### src/rtl/dequ_pkg.sv
// Shared constants, types and codes of the double-ended queue
package dequ_pkg;

    localparam int CAPACITY    = 256;
    localparam int VALUE_WIDTH = 32;
    localparam int IDX_W       = $clog2(CAPACITY);
    localparam int CNT_W       = $clog2(CAPACITY + 1);
    localparam int SUM_W       = CNT_W + 1;

    typedef logic [IDX_W-1:0]              idx_t;
    typedef logic [CNT_W-1:0]              cnt_t;
    typedef logic signed [VALUE_WIDTH-1:0] value_t;
    typedef logic [2:0]                    kind_t;
    typedef logic [1:0]                    status_t;

    localparam kind_t KIND_PUSH_FRONT = 3'd0;
    localparam kind_t KIND_PUSH_BACK  = 3'd1;
    localparam kind_t KIND_POP_FRONT  = 3'd2;
    localparam kind_t KIND_POP_BACK   = 3'd3;
    localparam kind_t KIND_CLEAR      = 3'd4;

    localparam status_t STATUS_OK        = 2'd0;
    localparam status_t STATUS_UNDERFLOW = 2'd1;
    localparam status_t STATUS_OVERFLOW  = 2'd2;

    typedef struct packed {
        logic    wr_en;
        idx_t    wr_addr;
        value_t  wr_data;
        idx_t    rd_front_addr;
        idx_t    rd_back_addr;
        status_t status;
        cnt_t    count;
        logic    fwd_front;
        logic    fwd_back;
    } ctrl_t;

endpackage

### src/rtl/dequ_ctrl.sv
// Head and occupancy tracking, slot addressing and status of each operation
module dequ_ctrl import dequ_pkg::*; (
    input  logic   clk,
    input  logic   rst_n,
    input  logic   step,
    input  kind_t  kind,
    input  value_t push_value,
    output ctrl_t  ctl
);

    idx_t head_reg;
    idx_t head_next;
    cnt_t count_reg;
    cnt_t count_next;
    logic full;
    logic empty;

    function automatic idx_t wrap_idx(input logic [SUM_W-1:0] s);
        logic [SUM_W-1:0] r;
        begin
            r = (s >= SUM_W'(CAPACITY)) ? s - SUM_W'(CAPACITY) : s;
            return r[IDX_W-1:0];
        end
    endfunction

    assign full  = (count_reg == CNT_W'(CAPACITY));
    assign empty = (count_reg == '0);

    always_comb
    begin
        head_next   = head_reg;
        count_next  = count_reg;
        ctl.wr_en   = 1'b0;
        ctl.wr_addr = head_reg;
        ctl.wr_data = push_value;
        ctl.status  = STATUS_OK;
        case (kind)
            KIND_PUSH_FRONT:
            begin
                if (full)
                begin
                    ctl.status = STATUS_OVERFLOW;
                end
                else
                begin
                    head_next   = (head_reg == '0) ? IDX_W'(CAPACITY - 1) : head_reg - 1'b1;
                    count_next  = count_reg + 1'b1;
                    ctl.wr_en   = 1'b1;
                    ctl.wr_addr = head_next;
                end
            end
            KIND_PUSH_BACK:
            begin
                if (full)
                begin
                    ctl.status = STATUS_OVERFLOW;
                end
                else
                begin
                    count_next  = count_reg + 1'b1;
                    ctl.wr_en   = 1'b1;
                    ctl.wr_addr = wrap_idx(SUM_W'(head_reg) + SUM_W'(count_reg));
                end
            end
            KIND_POP_FRONT:
            begin
                if (empty)
                begin
                    ctl.status = STATUS_UNDERFLOW;
                end
                else
                begin
                    head_next  = wrap_idx(SUM_W'(head_reg) + SUM_W'(1));
                    count_next = count_reg - 1'b1;
                end
            end
            KIND_POP_BACK:
            begin
                if (empty)
                begin
                    ctl.status = STATUS_UNDERFLOW;
                end
                else
                begin
                    count_next = count_reg - 1'b1;
                end
            end
            KIND_CLEAR:
            begin
                head_next  = '0;
                count_next = '0;
            end
            default:
            begin
                head_next = head_reg;
            end
        endcase
        ctl.count         = count_next;
        ctl.rd_front_addr = head_next;
        ctl.rd_back_addr  = wrap_idx(SUM_W'(head_next) + SUM_W'(count_next) - SUM_W'(1));
        ctl.fwd_front     = ctl.wr_en && (ctl.wr_addr == ctl.rd_front_addr);
        ctl.fwd_back      = ctl.wr_en && (ctl.wr_addr == ctl.rd_back_addr);
    end

    always_ff @(posedge clk or negedge rst_n)
    begin
        if (!rst_n)
        begin
            head_reg  <= '0;
            count_reg <= '0;
        end
        else if (step)
        begin
            head_reg  <= head_next;
            count_reg <= count_next;
        end
    end

endmodule

### config.mk
export PLATFORM = sky130hd
export DESIGN_NAME = dequ_ctrl
export DESIGN_NICKNAME = d
export VERILOG_FILES = /design/src/rtl/dequ_pkg.sv /design/src/rtl/dequ_ctrl.sv
export SDC_FILE = /design/constraint.sdc
export NUM_CORES = 1
export LEC_CHECK = 0
export ABC_AREA = 1
export BUFFER_PORTS_ARGS = -buffer_cell sky130_fd_sc_hd__buf_4
export CORE_UTILIZATION = 23
export CTS_BUF_LIST = sky130_fd_sc_hd__clkbuf_4 sky130_fd_sc_hd__clkbuf_8
export DETAILED_ROUTE_END_ITERATION = 8
export SLEW_MARGIN = 20
export SYNTH_ARGS = -nofsm -noshare
export SYNTH_HDL_FRONTEND = slang
export SYNTH_SLANG_ARGS = --single-unit
### constraint.sdc
create_clock -name clk -period 4.1 [get_ports clk]
set_input_delay 0.205 -clock clk [delete_from_list [all_inputs] [get_ports clk]]
set_output_delay 0.205 -clock clk [all_outputs]
set_load 0.1 [all_outputs]
# After elaboration in Yosys (flattened, before gate mapping)
# Index checks and enable logic that the tools add are counted.
[classes]
n_addsub = 10
n_reduce_logical = 7
muxes = 16
n_lt_le_gt_ge = 3
eq_ne = 7
[ops]
columns = ["op", "count"]
rows = [
  ["2-to-1 mux 8 bit", 6],
  ["2-to-1 mux 9 bit", 4],
  ["subtractor 8 x 1 -> 8 bit (second input constant)", 4],
  ["one-hot mux 9 bit (3 select lines)", 1],
  ["one-hot mux 8 bit (3 select lines)", 1],
  ["adder 8 x 9 -> 10 bit", 2],
  ["greater-or-equal comparator 10 x 9 -> 1 bit (second input constant)", 2],
  ["one-hot mux 9 bit (2 select lines)", 1],
  ["equality test 8 bit", 2],
  ["subtractor 10 x 1 -> 10 bit (second input constant)", 1],
  ["adder 8 x 1 -> 9 bit (second input constant)", 1],
  ["adder 9 x 1 -> 9 bit (second input constant)", 1],
  ["equality test 9 bit (second input constant)", 1],
  ["greater-or-equal comparator 9 bit (second input constant)", 1],
  ["logical NOT 9 bit", 1],
  ["subtractor 9 x 1 -> 9 bit (second input constant)", 1],
  ["logical NOT 8 bit", 1],
  ["equality test 3 x 2 -> 1 bit (second input constant)", 2],
  ["one-hot mux 2 bit (2 select lines)", 1],
  ["OR reduction 2 bit", 2],
  ["equality test 3 x 1 -> 1 bit (second input constant)", 1],
  ["equality test 3 bit (second input constant)", 1],
  ["logical NOT 3 bit", 1],
  ["logical AND 1 bit", 2],
  ["other kinds (2)", 2],
]
[word_totals]
output_inout_bits = 70
ff_bits = 17

# Depth between registers and ports, before layout
# Gate-level depths: netlist of the first run.
[depth]
ltp_word = 11
mapped_depth = 28
ltp_nobuf = 28

# Least setup slack after synthesis of the first run
# OpenSTA, ideal clock, no wires.
[synth_timing]
kind = "reg-to-output"
from = "register count_reg[0]"
to = "output ctl[0] in the netlist's numbering"
slack_ns = -2.877
arrival_ns = 6.772
path_stages_with_launch = 21
path_buffers = 1
t_required_ns = 3.895
path_cell_list = "dfrtp_1 inv_1 ha_1 nand2_1 nor2_1 nand3_4 buf_6 nor2_1 nor3_1 o21a_1 ha_1 inv_1 ha_1 inv_1 fa_1 xnor2_1 nand3b_1 nand4_1 nor2_1 nand2_1 nor2_2"
[synth_rtl]
columns = ["element", "line", "rtl"]
rows = [
  ["start: declaration", "dequ_ctrl.sv:13", "cnt_t count_reg;"],
  ["start signal: assignment", "dequ_ctrl.sv:115", "count_reg <= count_next;"],
  ["end: declaration", "dequ_ctrl.sv:8", "output ctrl_t ctl"],
]

==> run metrics, run 1 <==
Synth Warn #=0; Iteration-0 DRC Markers=239; Maximum Capacitance Violations=0; max reg flops=9; critical path's most frequent cell=nand2_4; CP Cell Sequence=inv_4 -> ha_4 -> nand2_4 -> nor2_4 -> nand2_4 -> clkinv_4 -> nand2_4 -> clkinvlp_4 -> nor3_2 -> o21a_1 -> ha_1 -> inv_2 -> ha_4 -> inv_2 -> fa_2 -> buf_4 -> xnor2_4 -> nand3b_1 -> nand4_1 -> nor2_1 -> nand2_2 -> nor2_4 -> buf_12; clk sink count=17; syn avg cell area=5.90 sq um; Final setup viols=0; top cells by area, synth=nand2_1 (19%), dfrtp_1 (12%), inv_1 (11%), ha_1 (8.6%), nand3_1 (7.8%); Tmin final=3.98 ns; Antenna Violating Nets Remaining=0; via count=3977; unrepaired setup endpoints after global routing=yes; # diodes=0; placed inst area=0.00435 sq mm; CP max stage delay=0.44 ns; cell taking the most area after synthesis=nand2_1; Gate Count Post-Synth=616; Inserted Clock Buffers=3; top-area cell type share of the netlist area=0.186; clk_lat worst skew=0.28 ns; Crit Path Max Fanout=5; nets@finish=741; global-route wire length before repair=19200 um; largest net degree at the start of global routing=20; Worst Setup Start Kind=register; Global Route Usage Sum=0.151; Starting Density=0.237; wirelength, routed=12400 um; post-synth design cell area=0.00363 sq mm; Final Hold Vio Count=0; worst min-delay path class=in2reg; Slew HR=0.587; # fillers=1713; Worst-Margin Slew=0.617 ns; CP Data Arrival Time=3.78 ns; status=finished clean; Final Wtd Congestion=0.945; CP delay by family, top=simple AND/OR/NAND/NOR gates; Hold Slack=0.318 ns; register area=429 sq um; antenna violations before repair=0; row cnt=45; ratio of cells with drive above 1 in the final layout=0.308; Root Buffer=clkbuf_8; pre-CTS setup slack=0.0172 ns; Crit. End Element=output pin; die width=128 um; IO Pins=108; grt total ovfl=0; Avg WL per Cell=14.0 um; CTS tree=built; H-tree Lvls=1; Seq/Total Area, Yosys=0.117; core region area=0.0153 sq mm; Die Height=128 um; Slew Viols, Final=0; Design Area, Final=0.00470 sq mm; multi-input logic area=0.00274 sq mm; DP Wirelength=9880 um; Final period util=0.971; Layout area overhead=29.2%; die area=0.0163 sq mm; synthesis-stage register bit count=17; Worst Setup Path Type=reg2out; First-pass DRT Iterations=5; Crit path required time=3.89 ns; Port Buffers=43; max frequency=251 MHz; Remaining DRCs=0; Buf/Inv on CP=7; vias in the first global route=3749; final clock skew=0.0111 ns; Yosys cell types=39; CTS Buffer Depth=2; setup ws final=0.117 ns; vias per inst=4.49; Clk pin slew, worst setup/hold paths=0.10 ns; Post-Syn Nets=681; slowest cell on the critical path=dfrtp_2
==> worst reg2reg max path, delay by kind of cell (launching register included) <==
kind                     cells  cell delay [ns]
AO/OA/AOI/OAI                3             0.45
AND/OR/NAND/NOR              3             0.42
flip-flops                   1             0.40
buffers and inverters        2             0.36
adder cells (fa/ha/maj)      1             0.19
XOR/XNOR                     1             0.15
==> per-stage QoR <==
stage	utilization	cells	TNS [ns]
CTS	0.291	875	0
global route	0.307	886	-0.117
finish	0.307	886	0
floorplan	-	616	-0.563
global placement	0.284	869	0
detailed placement	0.284	869	0
==> synthesized netlist by cell type, drive strengths merged <==
library cell  count
mux2              1
nand3            78
buf              43
xnor2             8
o21a              1
o211ai            4
xor2              7
dfrtp            17
inv             110
o31ai             1
ha               25
nand2           187
clkinv            3
nand3b            7
clkbuf            2
nand4            16
fa                2
o21ai            33
a211o             1
nor2             53
a21oi            10
nor3              7
==> cells in the final DEF, fill, tap and decap left out, types with 7 or more instances in the layout <==
| cell type | n |
|---|---|
| inv_1 | 96 |
| nand4_1 | 16 |
| o21ai_0 | 25 |
| ha_1 | 19 |
| dfrtp_1 | 14 |
| nand3_2 | 23 |
| buf_4 | 95 |
| nand2_2 | 12 |
| nor2_2 | 10 |
| xnor2_1 | 7 |
| nor2_1 | 36 |
| inv_2 | 12 |
| nand3_1 | 53 |
| nand2_1 | 169 |
==> routing by layer <==
| metal | vias up | wire length (um) | track usage |
|---|---|---|---|
| li1 | 2025 | - | - |
| met1 | 1804 | 5710 | 0.202 |
| met2 | 121 | 5670 | 0.250 |
| met3 | 27 | 576 | 0.0142 |
| met4 | 0 | 421 | 0.0644 |
| met5 | - | 0 | 0 |
==> kinds of logic after synthesis <==
group	Yosys count	synth area share
compound gates	50	0.0792
xor+xnor	15	0.0361
simple gates	348	0.459
flops	17	0.117
buf+inv	158	0.208
mux	1	0.00310
fa+ha+maj	27	0.0971
==> layout make-up <==
class	instances	area share
multi-input cells	441	0.582
inverters	113	0.0927
well taps	211	0.0562
clock inverters	1	0.00160
flip-flops and latches	17	0.0914
repair buffers	100	0.167
clock buffers	3	0.00879
==> what timing repair did <==
action / CTS / global route
hold endpoints to repair: 17 / 0
pin swaps: 3 / 21
buffers inserted: 1 / 11
gates resized for setup: 12 / 41
hold buffers: 1 / 0
endpoints found under the setup margin: 2 / 3
==> path summary, 6_finish.rpt <==
| check | start | cells past startpoint | endpoint | slack [ns] |
|---|---|---|---|---|
| min in group asynchronous | rst_n | 2 | count_reg[4]$_DFFE_PN0P_ | 0.36 |
| hold / removal | step | 2 | head_reg[1]$_DFFE_PN0P_ | 0.32 |
| setup / recovery | count_reg[0]$_DFFE_PN0P_ | 23 | ctl[0] | 0.12 |
| setup reg to reg | count_reg[0]$_DFFE_PN0P_ | 10 | count_reg[6]$_DFFE_PN0P_ | 2.05 |
| hold reg to reg | count_reg[7]$_DFFE_PN0P_ | 3 | count_reg[7]$_DFFE_PN0P_ | 0.65 |
| max in group asynchronous | rst_n | 2 | count_reg[0]$_DFFE_PN0P_ | 3.50 |
Power of run 1 is left out: the tool's default activity adds up to more than one toggle a clock period on the data nets, which glitch-free logic cannot reach.
==> run 2, diff against run 1 <==
CORE_UTILIZATION = 43   (was 23)
PLACE_DENSITY = 0.68   (was not set)
==> run metrics, run 2 (synthesis results as in run 1) <==
commonest non-fill, non-tap cell in the layout=nand2_1; Starting Density=0.442 (+0.205); Worst Setup Path Type=reg2out; worst-case reg-to-reg path depth=13 (+3); largest net degree at the start of global routing=20 (unchanged); Die Height=93.9 um (-26%); vias in the first global route=3847 (+2.6%); status=finished clean; Worst-Margin Slew=0.569 ns (-0.0471 ns); Inserted Clock Buffers=3 (unchanged); vias per inst=5.29 (+18%); Avg WL per Cell=16.3 um (+17%); reg2reg setup slack=1.93 ns (-0.12 ns); First-pass DRT Iterations=5 (unchanged); worst min-delay path class=in2reg; Tmin final=4.00 ns (+0.0180 ns); Port Buffers=43 (unchanged); via count=4103 (+3.2%); FF-to-FF End=count_reg[6]$_DFFE_PN0P_; Remaining DRCs=0 (unchanged); row cnt=33 (-27%); antenna violations before repair=0 (unchanged); Worst Setup Start Kind=register; global-route wire length before repair=19200 um (-0.22%); Maximum Capacitance Violations=0 (unchanged); # diodes=0 (unchanged); clk sink count=17 (unchanged); clk_lat worst skew=0.26 ns (-0.02 ns); wirelength, routed=12600 um (+2.1%); H-tree Lvls=1 (unchanged); register area=428 sq um (-0.29%); multi-input logic area=0.00270 sq mm (-1.1%); Final period util=0.976 (+0.00440); ratio of cells with drive above 1 in the final layout=0.292 (-0.0160); Crit path required time=3.89 ns (about the same); nets@finish=737 (-0.54%); Worst Hold End=head_reg[1]$_DFFE_PN0P_; Crit Path Max Fanout=11 (+6); Slew Viols, Final=0 (unchanged); CTS Buffer Depth=2 (unchanged); # fillers=835 (-51%); core region area=0.00822 sq mm (-46%); Final setup viols=0 (unchanged); Clk pin slew, worst setup/hold paths=0.08 ns (-0.02 ns); max frequency=250 MHz (-0.45%); DP Wirelength=10200 um (+3.2%); grt total ovfl=0 (unchanged); max reg flops=9 (unchanged); unrepaired setup endpoints after global routing=yes; final clock skew=0.0137 ns (+0.00262 ns); CTS tree=built; Final Wtd Congestion=0.965 (+2.1%); die area=0.00882 sq mm (-46%); Crit. End Element=output pin; die width=93.9 um (-26%); Final Hold Vio Count=0 (unchanged); commonest non-fill, non-tap cells in the layout=nand2_1 (171), inv_1 (97), buf_4 (91), nand3_1 (54), nor2_1 (37); CP Data Arrival Time=3.80 ns (+0.02 ns); R2R Path Start=count_reg[0]$_DFFE_PN0P_; Hold Path Depth=2 (unchanged); Global Route Usage Sum=0.287 (+0.136); Antenna Violating Nets Remaining=0 (unchanged); Root Buffer=clkbuf_8; IO Pins=108 (unchanged); Slew HR=0.619 (+0.0315); min-delay src=step; Iteration-0 DRC Markers=212 (-11%); Fin Setup TNS=0 ns (unchanged); Layout area overhead=23.8%
-- run 2: changes by cell type in the layout (fill, tap and decap cells not counted), moves of 2 or more --
cell | before | now
buf_4 | 95 | 91
nand2_4 | 6 | 3
nand3_2 | 23 | 21
nand2_1 | 169 | 171
-- run 2: through the flow --
step / util / instances / area [sq um] / worst slack, ns / hold WS (ns)
floorplan: - / 616 / 3760 / -0.563 / -0.0906
global placement: 0.509 / 759 / 4180 / 0.0798 / 0.0862
detailed placement: 0.509 / 759 / 4180 / 0.0557 / 0.0923
CTS: 0.524 / 767 / 4310 / 0.00578 / 0.281
global route: 0.548 / 776 / 4500 / -0.0781 / 0.328
finish: 0.548 / 776 / 4500 / 0.0988 / 0.305
-- run 2: worst max-delay path by stage --
stage | slack (ns) | endpoint | start
after global placement | 0.08 | ctl[0] | count_reg[2]$_DFFE_PN0P_
after detailed placement | 0.06 | ctl[0] | count_reg[0]$_DFFE_PN0P_
after floorplan | -0.56 | ctl[0] | count_reg[0]$_DFFE_PN0P_
after global routing | -0.08 | ctl[0] | count_reg[0]$_DFFE_PN0P_
final | 0.1 | ctl[0] | count_reg[0]$_DFFE_PN0P_
after CTS | 0.006 | ctl[0] | count_reg[0]$_DFFE_PN0P_
-- run 2: final cells by class --
class,count,area share
multi-input combinational,441,0.601
timing repair buffer,96,0.168
inverter,113,0.0968
sequential,17,0.0951
tap,105,0.0292
clock buffer,3,0.00918
clock inverter,1,0.00111
-- run 2: routing by layer --
metal / wire, um / vias up / global-route usage
met5: 0 / - / 0
met4: 517 / 0 / 0.114
met3: 903 / 34 / 0.0372
met2: 5950 / 166 / 0.486
met1: 5270 / 1888 / 0.366
li1: - / 2015 / -
-- run 2: repair_timing --
action	4_1_cts	5_1_grt
hold buffers	1	0
pin swaps	3	12
gates resized for setup	13	29
buffers inserted	3	9
endpoints found under the hold margin	17	0
endpoints found under the setup margin	2	2
-- run 2: worst max-delay path, stage by stage, from the launching register on --
cell	delay, ns
dfrtp_2	0.43
inv_4	0.08
ha_4	0.16
nand2_2	0.07
nor2_4	0.12
nand3_4	0.12
buf_8	0.18
nand3_1	0.10
nand3_2	0.14
nand3b_4	0.13
inv_2	0.06
ha_1	0.27
inv_1	0.11
ha_4	0.23
a21oi_2	0.15
nand2_2	0.10
a21oi_2	0.14
o21ai_2	0.10
xor2_4	0.19
xnor2_1	0.13
nor2_1	0.16
nand2_2	0.09
nor2_4	0.11
buf_12	0.18
Power of run 2 is left out for the same reason.
==> run 3, diff against run 2 <==
PLACE_DENSITY = 0.71   (was 0.68)
SLEW_MARGIN = 0   (was 20)
clock period = 3.3 ns   (was 4.1 ns; I/O delays follow)
==> run metrics, run 3 (synthesis results as in run 1) <==
max reg flops=9 (unchanged); status=complete, but fails checks; global-route wire length before repair=21700 um (+13%); First-pass DRT Iterations=5 (unchanged); # diodes=0 (unchanged); Port Buffers=43 (unchanged); worst min-delay path class=in2reg; Crit. End Element=output pin; Worst-Margin Slew=0.797 ns (+0.227 ns); Iteration-0 DRC Markers=305 (+44%); Design Area, Final=0.00572 sq mm (+27%); Avg WL per Cell=16.7 um (+2.3%); Global Route Usage Sum=0.320 (+0.0327); IO Pins=108 (unchanged); row cnt=33 (unchanged); Maximum Capacitance Violations=0 (unchanged); Crit Path Max Fanout=6 (-5); CTS tree=built; Layout area overhead=57.3%; slowest cell on the critical path=dfrtp_2; Die Height=93.9 um (unchanged); Final Wtd Congestion=0.998 (+3.4%); violated checks=negative setup slack; Final period util=1.21; nets@finish=833 (+13%); max frequency=250 MHz; Clk pin slew, worst setup/hold paths=0.07 ns (about the same); final clock skew=0.00233 ns (-0.0114 ns); clk sink count=17 (unchanged); ratio of cells with drive above 1 in the final layout=0.443 (+0.151); core region area=0.00822 sq mm (unchanged); Slew Viols, Final=0 (unchanged); Worst Setup Path Type=reg2out; antenna violations before repair=0 (unchanged); die area=0.00882 sq mm (unchanged); die width=93.9 um (unchanged); Root Buffer=clkbuf_8; clk_lat worst skew=0.25 ns (about the same); Final setup viols=6 (+6); via count=4692 (+14%); Crit path required time=3.13 ns (-0.76 ns); setup ws final=-0.694 ns (-0.793 ns); largest net degree at the start of global routing=20 (unchanged); commonest non-fill, non-tap cells in the layout=buf_4 (166), nand2_1 (164), inv_1 (84), nand3_1 (40), nor2_1 (33); CP Data Arrival Time=3.83 ns (+0.03 ns); vias in the first global route=4470 (+16%); Core Util, Final=0.696 (+0.148); unrepaired setup endpoints after global routing=yes; DP Wirelength=10700 um (+5.3%); commonest non-fill, non-tap cell in the layout=buf_4; wirelength, routed=14500 um (+15%); Antenna Violating Nets Remaining=0 (unchanged); Inserted Clock Buffers=3 (unchanged); Remaining DRCs=0 (unchanged); Final Hold Vio Count=0 (unchanged); grt total ovfl=0 (unchanged); CTS Buffer Depth=2 (unchanged); H-tree Lvls=1 (unchanged); Starting Density=0.442 (unchanged); Worst Setup Start Kind=register; # fillers=636 (-24%); CP max stage delay=0.42 ns (about the same); Slew HR=0.467 (-0.152); placed inst area=0.00494 sq mm (+18%); vias per inst=5.38 (+1.8%); Tmin final=3.99 ns
-- run 3: changes by cell type in the layout (fill, tap and decap cells not counted), moves of 6 or more --
cell / delta
buf_12: +8
buf_4: +75
buf_6: +13
ha_4: +6
inv_1: -13
inv_2: +6
inv_4: +6
nand2_1: -7
nand2_4: +7
nand3_1: -14
nand3_2: +10
-- run 3: what timing repair did --
action                     in CTS  in global routing
setup endpoints to repair       8                  8
buffers inserted                8                 14
hold endpoints to repair       17                  0
hold buffers                    1                  0
pin swaps                      23                 41
gates resized for setup        68                 64
-- run 3: worst paths after layout --
path                            cells past startpoint                       end                startpoint  slack, ns
worst max-delay path                               28                    ctl[0]  count_reg[1]$_DFFE_PN0P_      -0.69
worst max register to register                     13  count_reg[8]$_DFFE_PN0P_  count_reg[0]$_DFFE_PN0P_       1.03
worst min-delay path                                2   head_reg[7]$_DFFE_PN0P_                      step       0.30
min in group asynchronous                           2  count_reg[3]$_DFFE_PN0P_                     rst_n       0.33
worst min register to register                      3  count_reg[0]$_DFFE_PN0P_  count_reg[0]$_DFFE_PN0P_       0.65
max in group asynchronous                           2  count_reg[2]$_DFFE_PN0P_                     rst_n       2.76
-- run 3: cell type report --
type | instances | area (sq um) | area share
Multi-Input combinational cell | 441 | 3030 | 0.530
Inverter | 113 | 454 | 0.0794
Timing Repair Buffer | 192 | 1620 | 0.284
Clock buffer | 4 | 48.8 | 0.00854
Sequential cell | 17 | 429 | 0.0751
Tap cell | 105 | 131 | 0.0230
-- run 3: layer usage --
metal | share of wire | vias to the layer above | wire length, um | track usage
li1 | - | 2215 | - | -
met5 | 0 | - | 0 | 0
met3 | 0.069 | 70 | 1000 | 0.0372
met1 | 0.39 | 2167 | 5710 | 0.396
met2 | 0.47 | 240 | 6900 | 0.533
met4 | 0.063 | 0 | 915 | 0.181
-- run 3: through the flow --
step           instances  setup TNS, ns  setup slack, ns  hold WS (ns)
5_1_grt              872          -3.26           -0.891         0.297
6_report             872          -2.29           -0.694         0.295
3_5_place_dp         845          -1.31           -0.529        0.0464
2_1_floorplan        616          -3.74            -1.27        -0.131
4_1_cts              858          -1.28           -0.523         0.280
3_3_place_gp         845          -1.07           -0.476        0.0432
-- run 3: worst max-delay path: cells and delay by family (launching register included) --
family | cells | cell delay [ns]
fa+ha+maj | 3 | 0.58
simple gates | 14 | 1.31
buf+inv | 8 | 0.82
flops | 1 | 0.42
compound gates | 3 | 0.44
Power of run 3 is left out for the same reason.
